===== config.mk =====
export PLATFORM = sky130hd
export DESIGN_NAME = maze_cell_offset_from_lines_core
export DESIGN_NICKNAME = d
export VERILOG_FILES = /design/src/design/mcofl_pkg.sv /design/src/design/maze_cell_offset_from_lines_core.sv /design/src/design/mcofl_front.sv /design/src/design/mcofl_queue.sv /design/src/design/mcofl_back.sv
export SDC_FILE = /design/constraint.sdc
export NUM_CORES = 1
export LEC_CHECK = 0
export BUFFER_PORTS_ARGS = -buffer_cell sky130_fd_sc_hd__buf_2
export CAP_MARGIN = 20
export CORE_ASPECT_RATIO = 2
export CORE_MARGIN = 2
export CORE_UTILIZATION = 60
export CTS_CLUSTER_SIZE = 14
export DETAILED_ROUTE_END_ITERATION = 6
export GPL_TIMING_DRIVEN = 0
export PLACE_DENSITY = 0.78
export SETUP_SLACK_MARGIN = 0.05
export SYNTH_ARGS = -nofsm -noshare
export SYNTH_HDL_FRONTEND = slang
export SYNTH_SLANG_ARGS = --single-unit

===== constraint.sdc =====
create_clock -name aclk -period 13.43 [get_ports aclk]
set_input_delay 1.343 -clock aclk [delete_from_list [all_inputs] [get_ports aclk]]
set_output_delay 1.343 -clock aclk [all_outputs]
set_load 0.02 [all_outputs]

===== src/design/mcofl_pkg.sv =====
// Shared types and constants for the maze cell offset block.
`timescale 1ns / 1ps

package mcofl_pkg;

    localparam int PIX_W      = 10;
    localparam int PLEN_W     = 11;
    localparam int CFG_W      = 11;
    localparam int OFFSET_X_W = 8;
    localparam int OFFSET_Z_W = 9;
    localparam int REM_W      = 8;

    localparam int HALF_TURN    = 180;
    localparam int QUARTER_TURN = 90;

    localparam logic [CFG_W-1:0] MIN_PIXEL_LENGTH_RST = 11'd20;
    localparam logic [CFG_W-1:0] LENGTH_BIAS_RST      = 11'd320;

    typedef enum logic [0:0] {
        REG_MIN_PIXEL_LENGTH = 1'b0,
        REG_LENGTH_BIAS      = 1'b1
    } reg_index_t;

    typedef struct packed {
        logic                         qualify;
        logic                         horiz;
        logic                         vert;
        logic                         head;
        logic                         head_vert;
        logic                         last;
        logic signed [OFFSET_X_W-1:0] x_off;
        logic [OFFSET_Z_W-1:0]        z_off;
    } line_info_t;

    typedef struct packed {
        logic                         z_valid;
        logic                         x_valid;
        logic [OFFSET_Z_W-1:0]        offset_z;
        logic signed [OFFSET_X_W-1:0] offset_x;
    } result_t;

endpackage


===== src/design/maze_cell_offset_from_lines_core.sv =====
// Top level: maze cell offset from detected lines, stream ports and register file.
//
// Channel   Dir  Handshake              Content
// s_        in   s_tvalid / s_tready    one detected line, s_tlast ends the frame
// m_        out  m_tvalid / m_tready    cell offsets, one transaction per frame
// cfg_      in   cfg_valid / cfg_ready  register write: index and data
//
// Takes one line per cycle while s_tready is high; a four-stage front pipeline
// (multiply by the reciprocal of 180 sets its depth) feeds a two-entry queue;
// m_tvalid is set when the back unit pops a frame's last line. Reset is synchronous
// on aresetn low and loads the register defaults. A stalled m_ side blocks only
// the next frame's last line in the back unit; the queue and then s_tready absorb it.
`timescale 1ns / 1ps

module maze_cell_offset_from_lines_core #(
    parameter int COORD_WIDTH = 16,
    localparam int S_TDATA_W  = ((4 * COORD_WIDTH + 40 + 7) / 8) * 8,
    localparam int M_TDATA_W  = 24
) (
    input  logic                            aclk,
    input  logic                            aresetn,
    input  logic                            s_tvalid,
    output logic                            s_tready,
    // wx_start, end_wx, wz_start, end_wz, start_px, end_px, start_py, end_py
    input  logic [S_TDATA_W-1:0]            s_tdata,
    // line_oob, is_heading
    input  logic [1:0]                      s_tuser,
    input  logic                            s_tlast,
    output logic                            m_tvalid,
    input  logic                            m_tready,
    // offset_x, offset_z
    output logic [M_TDATA_W-1:0]            m_tdata,
    // x_valid, z_valid
    output logic [1:0]                      m_tuser,
    input  logic                            cfg_valid,
    output logic                            cfg_ready,
    input  mcofl_pkg::reg_index_t           cfg_index,
    input  logic [mcofl_pkg::CFG_W-1:0]     cfg_data
);

    localparam int CW      = COORD_WIDTH;
    localparam int PW      = mcofl_pkg::PIX_W;
    localparam int SCORE_W = ((CW > 11) ? CW : 11) + 3;
    localparam int INFO_W  = $bits(mcofl_pkg::line_info_t);
    localparam int Q_W     = SCORE_W + INFO_W;
    localparam int RES_BITS = mcofl_pkg::OFFSET_X_W + mcofl_pkg::OFFSET_Z_W;

    logic [mcofl_pkg::CFG_W-1:0] min_pixel_length_reg, length_bias_reg;

    assign cfg_ready = 1'b1;

    always_ff @(posedge aclk) begin
        if (!aresetn) begin
            min_pixel_length_reg <= mcofl_pkg::MIN_PIXEL_LENGTH_RST;
            length_bias_reg      <= mcofl_pkg::LENGTH_BIAS_RST;
        end else if (cfg_valid) begin
            unique case (cfg_index)
                mcofl_pkg::REG_MIN_PIXEL_LENGTH: min_pixel_length_reg <= cfg_data;
                mcofl_pkg::REG_LENGTH_BIAS:      length_bias_reg      <= cfg_data;
            endcase
        end
    end

    logic                       push, q_full, q_valid, pop;
    logic signed [SCORE_W-1:0]  push_score;
    mcofl_pkg::line_info_t      push_info;
    logic [Q_W-1:0]             q_data;
    mcofl_pkg::result_t         res;

    mcofl_front #(
        .COORD_WIDTH (CW),
        .SCORE_W     (SCORE_W)
    ) u_front (
        .aclk             (aclk),
        .aresetn          (aresetn),
        .in_valid         (s_tvalid),
        .in_ready         (s_tready),
        .wx_start         (s_tdata[0*CW +: CW]),
        .end_wx           (s_tdata[1*CW +: CW]),
        .wz_start         (s_tdata[2*CW +: CW]),
        .end_wz           (s_tdata[3*CW +: CW]),
        .start_px         (s_tdata[4*CW +: PW]),
        .end_px           (s_tdata[4*CW + PW +: PW]),
        .start_py         (s_tdata[4*CW + 2*PW +: PW]),
        .end_py           (s_tdata[4*CW + 3*PW +: PW]),
        .line_oob         (s_tuser[0]),
        .is_heading       (s_tuser[1]),
        .last_line        (s_tlast),
        .min_pixel_length (min_pixel_length_reg),
        .length_bias      (length_bias_reg),
        .q_full           (q_full),
        .push             (push),
        .push_score       (push_score),
        .push_info        (push_info)
    );

    mcofl_queue #(
        .DATA_W (Q_W)
    ) u_queue (
        .aclk      (aclk),
        .aresetn   (aresetn),
        .push      (push),
        .push_data ({push_score, push_info}),
        .full      (q_full),
        .pop       (pop),
        .not_empty (q_valid),
        .head_data (q_data)
    );

    mcofl_back #(
        .SCORE_W (SCORE_W)
    ) u_back (
        .aclk      (aclk),
        .aresetn   (aresetn),
        .q_valid   (q_valid),
        .q_score   (q_data[Q_W-1 -: SCORE_W]),
        .q_info    (q_data[INFO_W-1:0]),
        .pop       (pop),
        .res_valid (m_tvalid),
        .res_ready (m_tready),
        .res       (res)
    );

    assign m_tdata = {(M_TDATA_W - RES_BITS)'(0), res.offset_z, res.offset_x};
    assign m_tuser = {res.z_valid, res.x_valid};

endmodule


===== src/design/mcofl_front.sv =====
// Front pipeline: line measurement, scoring and cell offset of each line.
`timescale 1ns / 1ps

module mcofl_front #(
    parameter int COORD_WIDTH = 16,
    parameter int SCORE_W     = 19
) (
    input  logic                                   aclk,
    input  logic                                   aresetn,
    input  logic                                   in_valid,
    output logic                                   in_ready,
    input  logic signed [COORD_WIDTH-1:0]          wx_start,
    input  logic signed [COORD_WIDTH-1:0]          end_wx,
    input  logic signed [COORD_WIDTH-1:0]          wz_start,
    input  logic signed [COORD_WIDTH-1:0]          end_wz,
    input  logic [mcofl_pkg::PIX_W-1:0]            start_px,
    input  logic [mcofl_pkg::PIX_W-1:0]            end_px,
    input  logic [mcofl_pkg::PIX_W-1:0]            start_py,
    input  logic [mcofl_pkg::PIX_W-1:0]            end_py,
    input  logic                                   line_oob,
    input  logic                                   is_heading,
    input  logic                                   last_line,
    input  logic [mcofl_pkg::CFG_W-1:0]            min_pixel_length,
    input  logic [mcofl_pkg::CFG_W-1:0]            length_bias,
    input  logic                                   q_full,
    output logic                                   push,
    output logic signed [SCORE_W-1:0]              push_score,
    output mcofl_pkg::line_info_t                  push_info
);

    localparam int CW      = COORD_WIDTH;
    localparam int QW      = CW - 7;
    localparam int SHIFT   = CW + 8;
    localparam longint unsigned RECIP_L = (64'd1 << SHIFT) / 64'd180;
    localparam logic [CW:0] RECIP       = RECIP_L[CW:0];
    localparam logic [CW:0] HALF_W      = (CW + 1)'(mcofl_pkg::HALF_TURN);
    localparam logic [8:0]  HALF_9      = 9'(mcofl_pkg::HALF_TURN);
    localparam logic signed [8:0] QUARTER_9 = 9'(mcofl_pkg::QUARTER_TURN);

    function automatic logic [CW-1:0] abs_c(input logic [CW-1:0] v);
        abs_c = v[CW-1] ? (~v + 1'b1) : v;
    endfunction

    function automatic logic [CW:0] abs_w(input logic [CW:0] v);
        abs_w = v[CW] ? (~v + 1'b1) : v;
    endfunction

    function automatic logic [mcofl_pkg::PIX_W-1:0] abs_p(input logic [mcofl_pkg::PIX_W:0] v);
        logic [mcofl_pkg::PIX_W:0] a;
        a = v[mcofl_pkg::PIX_W] ? (~v + 1'b1) : v;
        abs_p = a[mcofl_pkg::PIX_W-1:0];
    endfunction

    logic adv;

    // stage 1
    logic                              v1_reg;
    logic [CW-1:0]                     a_swx_reg, a_ewx_reg, a_swz_reg, a_ewz_reg;
    logic [CW-1:0]                     dx1_reg, dz1_reg, mx1_reg, mz1_reg;
    logic                              nx1_reg, nz1_reg;
    logic [mcofl_pkg::PLEN_W-1:0]      plen_reg;
    logic                              oob1_reg, head1_reg, last1_reg;

    // stage 2
    logic                              v2_reg;
    logic signed [SCORE_W-1:0]         score2_reg;
    logic                              qual2_reg, horiz2_reg, vert2_reg, hvert2_reg;
    logic                              head2_reg, last2_reg;
    logic [CW-1:0]                     mx2_reg, mz2_reg;
    logic                              nx2_reg, nz2_reg;
    logic [QW-1:0]                     qx2_reg, qz2_reg;

    // stage 3
    logic                              v3_reg;
    logic signed [SCORE_W-1:0]         score3_reg;
    logic                              qual3_reg, horiz3_reg, vert3_reg, hvert3_reg;
    logic                              head3_reg, last3_reg;
    logic [mcofl_pkg::REM_W-1:0]       rx3_reg, rz3_reg;
    logic                              nx3_reg, nz3_reg;

    // stage 4
    logic                              v4_reg;
    logic signed [SCORE_W-1:0]         score4_reg;
    mcofl_pkg::line_info_t             info4_reg;

    // stage 1 logic
    logic [CW:0] dxs, dzs, xsum, zsum, xsum_a, zsum_a;
    logic [CW:0] dx_a, dz_a;

    assign dxs    = {end_wx[CW-1], end_wx} - {wx_start[CW-1], wx_start};
    assign dzs    = {end_wz[CW-1], end_wz} - {wz_start[CW-1], wz_start};
    assign xsum   = {wx_start[CW-1], wx_start} + {end_wx[CW-1], end_wx};
    assign zsum   = {wz_start[CW-1], wz_start} + {end_wz[CW-1], end_wz};
    assign dx_a   = abs_w(dxs);
    assign dz_a   = abs_w(dzs);
    assign xsum_a = abs_w(xsum);
    assign zsum_a = abs_w(zsum);

    logic [mcofl_pkg::PLEN_W-1:0] plen_c;
    assign plen_c = mcofl_pkg::PLEN_W'(abs_p({1'b0, end_px} - {1'b0, start_px}))
                  + mcofl_pkg::PLEN_W'(abs_p({1'b0, start_py} - {1'b0, end_py}));

    // stage 2 logic
    logic signed [SCORE_W-1:0] score_c;
    logic [2*CW+1:0]           prod_x, prod_z;

    assign score_c = SCORE_W'(length_bias) - SCORE_W'(plen_reg)
                   + SCORE_W'(a_swx_reg) + SCORE_W'(a_ewx_reg)
                   + SCORE_W'(a_swz_reg) + SCORE_W'(a_ewz_reg);
    assign prod_x  = (2*CW+2)'(mx1_reg) * (2*CW+2)'(RECIP);
    assign prod_z  = (2*CW+2)'(mz1_reg) * (2*CW+2)'(RECIP);

    // stage 3 logic
    logic [CW:0] tx, tz;
    logic [8:0]  rx9, rz9;
    logic [mcofl_pkg::REM_W-1:0] rx_c, rz_c;

    assign tx   = {1'b0, mx2_reg} - (CW + 1)'((CW + 1)'(qx2_reg) * HALF_W);
    assign tz   = {1'b0, mz2_reg} - (CW + 1)'((CW + 1)'(qz2_reg) * HALF_W);
    assign rx9  = tx[8:0];
    assign rz9  = tz[8:0];
    assign rx_c = (rx9 >= HALF_9) ? mcofl_pkg::REM_W'(rx9 - HALF_9) : rx9[7:0];
    assign rz_c = (rz9 >= HALF_9) ? mcofl_pkg::REM_W'(rz9 - HALF_9) : rz9[7:0];

    // stage 4 logic
    logic signed [8:0] xo9;
    logic [8:0]        zo9;

    assign xo9 = (nx3_reg && (rx3_reg != '0)) ? ($signed({1'b0, rx3_reg}) - QUARTER_9)
                                              : (QUARTER_9 - $signed({1'b0, rx3_reg}));
    assign zo9 = nz3_reg ? (HALF_9 + 9'(rz3_reg)) : (HALF_9 - 9'(rz3_reg));

    assign adv        = !v4_reg || !q_full;
    assign in_ready   = adv;
    assign push       = v4_reg && !q_full;
    assign push_score = score4_reg;
    assign push_info  = info4_reg;

    always_ff @(posedge aclk) begin
        if (!aresetn) begin
            v1_reg <= 1'b0;
            v2_reg <= 1'b0;
            v3_reg <= 1'b0;
            v4_reg <= 1'b0;
        end else if (adv) begin
            v1_reg <= in_valid;
            v2_reg <= v1_reg;
            v3_reg <= v2_reg;
            v4_reg <= v3_reg;
        end
    end

    always_ff @(posedge aclk) begin
        if (adv) begin
            a_swx_reg <= abs_c(wx_start);
            a_ewx_reg <= abs_c(end_wx);
            a_swz_reg <= abs_c(wz_start);
            a_ewz_reg <= abs_c(end_wz);
            dx1_reg   <= dx_a[CW-1:0];
            dz1_reg   <= dz_a[CW-1:0];
            mx1_reg   <= xsum_a[CW:1];
            mz1_reg   <= zsum_a[CW:1];
            nx1_reg   <= xsum[CW];
            nz1_reg   <= zsum[CW];
            plen_reg  <= plen_c;
            oob1_reg  <= line_oob;
            head1_reg <= is_heading;
            last1_reg <= last_line;

            score2_reg <= score_c;
            qual2_reg  <= !oob1_reg && (plen_reg > min_pixel_length);
            horiz2_reg <= dx1_reg > dz1_reg;
            vert2_reg  <= dz1_reg > dx1_reg;
            hvert2_reg <= dz1_reg >= dx1_reg;
            head2_reg  <= head1_reg;
            last2_reg  <= last1_reg;
            mx2_reg    <= mx1_reg;
            mz2_reg    <= mz1_reg;
            nx2_reg    <= nx1_reg;
            nz2_reg    <= nz1_reg;
            qx2_reg    <= prod_x[SHIFT +: QW];
            qz2_reg    <= prod_z[SHIFT +: QW];

            score3_reg <= score2_reg;
            qual3_reg  <= qual2_reg;
            horiz3_reg <= horiz2_reg;
            vert3_reg  <= vert2_reg;
            hvert3_reg <= hvert2_reg;
            head3_reg  <= head2_reg;
            last3_reg  <= last2_reg;
            rx3_reg    <= rx_c;
            rz3_reg    <= rz_c;
            nx3_reg    <= nx2_reg;
            nz3_reg    <= nz2_reg;

            score4_reg          <= score3_reg;
            info4_reg.qualify   <= qual3_reg;
            info4_reg.horiz     <= horiz3_reg;
            info4_reg.vert      <= vert3_reg;
            info4_reg.head      <= head3_reg;
            info4_reg.head_vert <= hvert3_reg;
            info4_reg.last      <= last3_reg;
            info4_reg.x_off     <= xo9[7:0];
            info4_reg.z_off     <= zo9;
        end
    end

endmodule


===== src/design/mcofl_queue.sv =====
// Two-entry queue between the front pipeline and the back unit.
`timescale 1ns / 1ps

module mcofl_queue #(
    parameter int DATA_W = 8
) (
    input  logic              aclk,
    input  logic              aresetn,
    input  logic              push,
    input  logic [DATA_W-1:0] push_data,
    output logic              full,
    input  logic              pop,
    output logic              not_empty,
    output logic [DATA_W-1:0] head_data
);

    logic [DATA_W-1:0] mem_reg [2];
    logic              wr_ptr_reg, rd_ptr_reg;
    logic [1:0]        count_reg;

    assign full      = (count_reg == 2'd2);
    assign not_empty = (count_reg != 2'd0);
    assign head_data = mem_reg[rd_ptr_reg];

    always_ff @(posedge aclk) begin
        if (!aresetn) begin
            wr_ptr_reg <= 1'b0;
            rd_ptr_reg <= 1'b0;
            count_reg  <= 2'd0;
        end else begin
            if (push) begin
                wr_ptr_reg <= !wr_ptr_reg;
            end
            if (pop) begin
                rd_ptr_reg <= !rd_ptr_reg;
            end
            count_reg <= count_reg + 2'(push) - 2'(pop);
        end
    end

    always_ff @(posedge aclk) begin
        if (push) begin
            mem_reg[wr_ptr_reg] <= push_data;
        end
    end

endmodule


===== src/design/mcofl_back.sv =====
// Back unit: best-line tracking, heading capture and frame result register.
`timescale 1ns / 1ps

module mcofl_back #(
    parameter int SCORE_W = 19
) (
    input  logic                      aclk,
    input  logic                      aresetn,
    input  logic                      q_valid,
    input  logic signed [SCORE_W-1:0] q_score,
    input  mcofl_pkg::line_info_t     q_info,
    output logic                      pop,
    output logic                      res_valid,
    input  logic                      res_ready,
    output mcofl_pkg::result_t        res
);

    logic                                    h_found_reg, v_found_reg;
    logic                                    head_seen_reg, head_vert_reg;
    logic signed [SCORE_W-1:0]               best_h_score_reg, best_v_score_reg;
    logic [mcofl_pkg::OFFSET_Z_W-1:0]        best_h_zoff_reg, head_zoff_reg;
    logic signed [mcofl_pkg::OFFSET_X_W-1:0] best_v_xoff_reg, head_xoff_reg;
    logic                                    res_valid_reg;
    mcofl_pkg::result_t                      res_reg;

    logic                                    take_h, take_v, out_free;
    logic                                    h_found_next, v_found_next;
    logic                                    head_seen_next, head_vert_next;
    logic [mcofl_pkg::OFFSET_Z_W-1:0]        best_h_zoff_next, head_zoff_next;
    logic signed [mcofl_pkg::OFFSET_X_W-1:0] best_v_xoff_next, head_xoff_next;
    mcofl_pkg::result_t                      res_next;

    assign out_free = !res_valid_reg || res_ready;
    assign pop      = q_valid && (!q_info.last || out_free);

    assign take_h = q_info.qualify && q_info.horiz && (!h_found_reg || q_score < best_h_score_reg);
    assign take_v = q_info.qualify && q_info.vert && (!v_found_reg || q_score < best_v_score_reg);

    assign h_found_next     = h_found_reg || take_h;
    assign v_found_next     = v_found_reg || take_v;
    assign best_h_zoff_next = take_h ? q_info.z_off : best_h_zoff_reg;
    assign best_v_xoff_next = take_v ? q_info.x_off : best_v_xoff_reg;
    assign head_seen_next   = head_seen_reg || q_info.head;
    assign head_vert_next   = q_info.head ? q_info.head_vert : head_vert_reg;
    assign head_xoff_next   = q_info.head ? q_info.x_off : head_xoff_reg;
    assign head_zoff_next   = q_info.head ? q_info.z_off : head_zoff_reg;

    always_comb begin
        res_next = '0;
        if (head_seen_next) begin
            if (head_vert_next) begin
                res_next.offset_x = head_xoff_next;
                res_next.x_valid  = 1'b1;
                if (h_found_next) begin
                    res_next.offset_z = best_h_zoff_next;
                    res_next.z_valid  = 1'b1;
                end
            end else begin
                res_next.offset_z = head_zoff_next;
                res_next.z_valid  = 1'b1;
                if (v_found_next) begin
                    res_next.offset_x = best_v_xoff_next;
                    res_next.x_valid  = 1'b1;
                end
            end
        end
    end

    always_ff @(posedge aclk) begin
        if (!aresetn) begin
            h_found_reg   <= 1'b0;
            v_found_reg   <= 1'b0;
            head_seen_reg <= 1'b0;
            res_valid_reg <= 1'b0;
        end else begin
            if (pop && q_info.last) begin
                h_found_reg   <= 1'b0;
                v_found_reg   <= 1'b0;
                head_seen_reg <= 1'b0;
                res_valid_reg <= 1'b1;
            end else begin
                if (pop) begin
                    h_found_reg   <= h_found_next;
                    v_found_reg   <= v_found_next;
                    head_seen_reg <= head_seen_next;
                end
                if (res_ready) begin
                    res_valid_reg <= 1'b0;
                end
            end
        end
    end

    always_ff @(posedge aclk) begin
        if (pop) begin
            if (take_h) begin
                best_h_score_reg <= q_score;
            end
            if (take_v) begin
                best_v_score_reg <= q_score;
            end
            best_h_zoff_reg <= best_h_zoff_next;
            best_v_xoff_reg <= best_v_xoff_next;
            head_vert_reg   <= head_vert_next;
            head_xoff_reg   <= head_xoff_next;
            head_zoff_reg   <= head_zoff_next;
            if (q_info.last) begin
                res_reg <= res_next;
            end
        end
    end

    assign res_valid = res_valid_reg;
    assign res       = res_reg;

endmodule

Yosys cells after proc, flatten, opt, wreduce, memory -nomap -nowiden
Memory sizes are Yosys's and may differ from the RTL's. A register that Yosys moved wholly into a read port is not among the register bits. Index checks and enable logic that the tools add are counted. W data, S select, Z words.

Output and inout bits: 29. Memories kept: 1. Bits in writable memories: 84. Input bits: 124. Register bits: 418.

Equal/unequal tests: 1. Order comparisons: 8. Bitwise operators: 12. Multiplexer cells: 30. Multiply operators: 4. Add/subtract/negate cells: 32. Reductions and logical operators: 35.

Memory list: u_queue.mem_reg (words 2, bits a word 42, read ports 1, clocked after memory_dff 1, wr ports 1, line mcofl_queue.sv:17) `logic [DATA_W-1:0] mem_reg [2];`.

Operators by type and width (number): $add A16 B1 Y16 const B (6); $not A16 Y16 (6); $add A19 B16 Y19 (4); $mul A16 B16 Y32 const B (2); $mux W16 (4); $mux W15 (4); $mux W8 (6); $lt A19 B19 Y1 (2); $mux W9 (4); $add A16 B16 Y17 (2); $add A17 B1 Y17 const B (2); $not A17 Y17 (2); $sub A16 B16 Y17 (2); $gt A16 B16 Y1 (2); $sub A10 B10 Y11 (2); $add A10 B1 Y10 const B (2); $mux W10 (2); $not A10 Y10 (2); $mux W19 (1); $ge A9 B8 Y1 const B (2); $mul A9 B6 Y7 const B (2); $sub A9 B9 Y9 (2); $ge A16 B16 Y1 (1); $sub A8 B8 Y8 const B (2); 19 further kinds (56).

Logic depth before layout (Yosys ltp)
Depth in word-level cells: 6. Gate-level depth with buffers: 25. Depth with buffers taken out: 25.

By module
From an unflattened synthesis, not the netlist that was laid out.

Cell total of the unflattened synthesis: 3279. Area, all modules: 36969.2 um2.

Modules (own cells, without submodules): mcofl_front (cells each 2640, area an instance 27630.2 um2, instances 1); mcofl_back (cells each 388, area an instance 4931.0 um2, instances 1); mcofl_queue (cells each 152, area an instance 3464.6 um2, instances 1); maze_cell_offset_from_lines_core (cells each 99, area an instance 943.4 um2, instances 1).

Least setup slack after synthesis
OpenSTA, ideal clock, no wires.

Path type: register to register. Start point: register u_front.v4_reg. End point: register u_front.a_ewx_reg[0] (enable). Path slack: 3.462 ns. Data required time: 10.438 ns. Cell stages (with the launch flop): 2. Arrival time: 6.976 ns. Period minus slack after synthesis: 9.968 ns. Path through: dfxtp_1 -> nand3_1.

Longest elaborated chain between the ends: 2.

Ends and longest elaborated chain: from (decl) (line mcofl_front.sv:82) `logic v4_reg;`; from (signal assigned) (line mcofl_front.sv:149) `v4_reg <= v3_reg;`; $logic_not A1 Y1 (line mcofl_front.sv:133) `assign adv = !v4_reg || !q_full;`; $logic_or A1 B1 Y1 (line mcofl_front.sv:133); named net s_tready (line maze_cell_offset_from_lines_core.sv:23) `output logic s_tready,`; to (signal assigned) (line mcofl_front.sv:156) `a_ewx_reg <= abs_c(end_wx);`; to (decl) (line mcofl_front.sv:58) `logic [CW-1:0] a_swx_reg, a_ewx_reg, a_swz_reg, a_ewz_reg;`.

The timed path passes the listed nets, and every way through them passes these cells. A chain may end at the register's enable or synchronous reset.

==> metrics <==
status=completed; most frequent cell after synthesis=inv_1; min Tclk post-route=6.575 ns; Initial Utilization=0.6067; Final period util=0.4896; Synth top cells by count=587 x inv_1, 464 x edfxtp_1, 446 x ha_1, 223 x xnor2_1, 199 x fa_1; flop and latch count out of synthesis=499; Resized cells post-CTS=0; Port-buffer cells=144; sequential element share of the synthesized area=0.4027; grt total ovfl=0; Critical Path Source Type=flop; crit-path max FO=13; Detailed Route Iter0 Violations=1418; clock skew=0.02341 ns; Synth area leader=edfxtp_1; Max-slew headroom=0.1548; # H-tree levels=2; number of cells produced by synthesis=3277; Max Slew Vio Count=0; Max Fclk=0.1521 GHz; Place WS=6.976 ns; dpl cell area=0.03828 mm2; # setup viols final=0; WL final=86860 um; Yosys top cell area share=0.3834; routability cong.=1.018; worst min path class=reg -> reg; met3 routed wirelength=4043 um; GRT Util Overall=0.2819; Area Growth Syn to Fin=9.227%; Worst-path clk slew=0.07 ns; dpl hpwl=71230 um; post-route cell area=0.03970 mm2; Wirelength per Cell=20.20 um; Setup CP Type=reg -> reg; total clock buffers created by CTS=45; Post-CTS Setup Inserts=0; Final Util=0.6626; Skew-Pair Late Insertion Delay=0.59 ns; via count of the first global-routing pass=25709; EDFF count, synth=464; DRC=0; count of final hold-check violations=0; vias per std cell=5.700; max reg flops=84; CTS tree=yes; FP Rows=127; Top delay family on crit path=buffers and inverters; DRT Pass-1 Iters=5; first-pass GRT wire length=133400 um; Slowest cell on crit path=a2111oi_0; CP Capture Type=flop; FFs w/ async S/R, synth=0; CTS sink count=499; highest metal used=met5; Ys Warns=0; crit-path cells=buf_2 -> clkbuf_1 -> buf_2 -> clkbuf_1 -> buf_2 -> mux2_2 -> ha_1 -> a21o_1 -> a2111oi_0 -> nor3b_1 -> nand3_1 -> o2111ai_1 -> nand2_1 -> clkbuf_1 -> nor2_2 -> buf_8; core area=0.05991 mm2; die area=0.06267 mm2; top_reg_cell synth=edfxtp_1; CTS Hold Buffers Added=0; Setup TNS=0 ns; Worst Path Required=13.72 ns; Chip Width=178.0 um; Cell variety after synth=89; critical path buffer and inverter count=7; pin count of the biggest net entering global routing=69; Worst Setup Slack, final=6.855 ns; Clock Path Buffers=3; antenna violations before repair=23; Met2 Routed Length=46700 um; Worst Path Arrival=6.86 ns; vias after detailed routing=24506; synthesized cell area=0.03634 mm2; top post-synthesis cells by area=edfxtp_1 38%, ha_1 15%, fa_1 11%; Syn Area/Cell=11.09 um2; Die Y=352.1 um; CTS root buf=clkbuf_16; post-route ant nets=0; layout cells sized above 1=0.09114; met1 WL=26600 um; Ports=153; Worst-Margin Slew=1.259 ns; MaxCap Viol Count=0; slowest stage delay, CP=0.70 ns; RSZ-0062 raised after global routing=false; Nets=4253
-- logic make-up after synthesis --
family / synth area share
other cells: 0.0002066
xor+xnor: 0.06724
fa+ha+maj: 0.2632
compound gates: 0.1022
simple gates: 0.07574
flops: 0.4027
mux: 0.02031
buf+inv: 0.06848
-- final timing paths --
kind / from / to / slack (ns) / cells after the start
worst min register to register: u_front.score3_reg[18]$_DFFE_PP_ / u_front.push_score[18]$_DFFE_PP_ / 0.41 / 0
worst min-delay path: u_front.score3_reg[18]$_DFFE_PP_ / u_front.push_score[18]$_DFFE_PP_ / 0.41 / 0
worst max register to register: flop / u_back.best_v_score_reg[2]$_DFFE_PP_ / 6.86 / 16
worst max-delay path: flop / u_back.best_v_score_reg[2]$_DFFE_PP_ / 6.86 / 16
-- metrics by stage --
stage	hold slack, ns	std cells
CTS	0.4016	4285
detailed placement	0.4045	4211
floorplan	0.4003	3283
finish	0.4056	4299
global placement	0.4005	4201
global route	0.4165	4292
-- per-layer routing --
layer / GRT usage / vias up
met1: 0.2488 / 11836
met2: 0.5309 / 663
li1: - / 11640
met5: 0 / -
met4: 0.2479 / 18
met3: 0.04495 / 349
-- cell type report --
type	count	area, um2
inverters	591	2218
fillers	4575	20210
diodes	14	35.03
plain buffers	56	270.3
flip-flops and latches	499	14630
well taps	774	968.4
clock buffers	55	1164
clock inverters	19	214.0
repair buffers	154	920.9
multi-input cells	2137	19270
-- cell usage in the layout, fill, tap and decap left out, types with 9 or more instances in the layout --
cell       count
nor2b_1       32
a21boi_0      29
mux2i_1       22
fa_1         199
nand4_1       15
a21o_1        51
nand2_1      168
nor2_1       159
a22o_1        10
o21ai_0      117
and2_1        10
xor2_1        56
a22oi_1       11
buf_2        160
diode_2       14
a31oi_1       26
o21a_1        27
mux2_2        46
o211ai_1      14
o31ai_1       33
buf_4          9
nor3_1        33
or3_1         21
nand3_1       34
nor4_1        10
ha_1         446
dfxtp_1       35
clkbuf_1      41
clkbuf_16     45
xnor2_1      223
a21oi_1      133
edfxtp_1     464
nand2b_1      25
o21bai_1      20
o21ai_1       13
inv_1        586
Power is not shown: default switching activity piles up to over one toggle a cycle in this logic, so the estimate is an artifact.
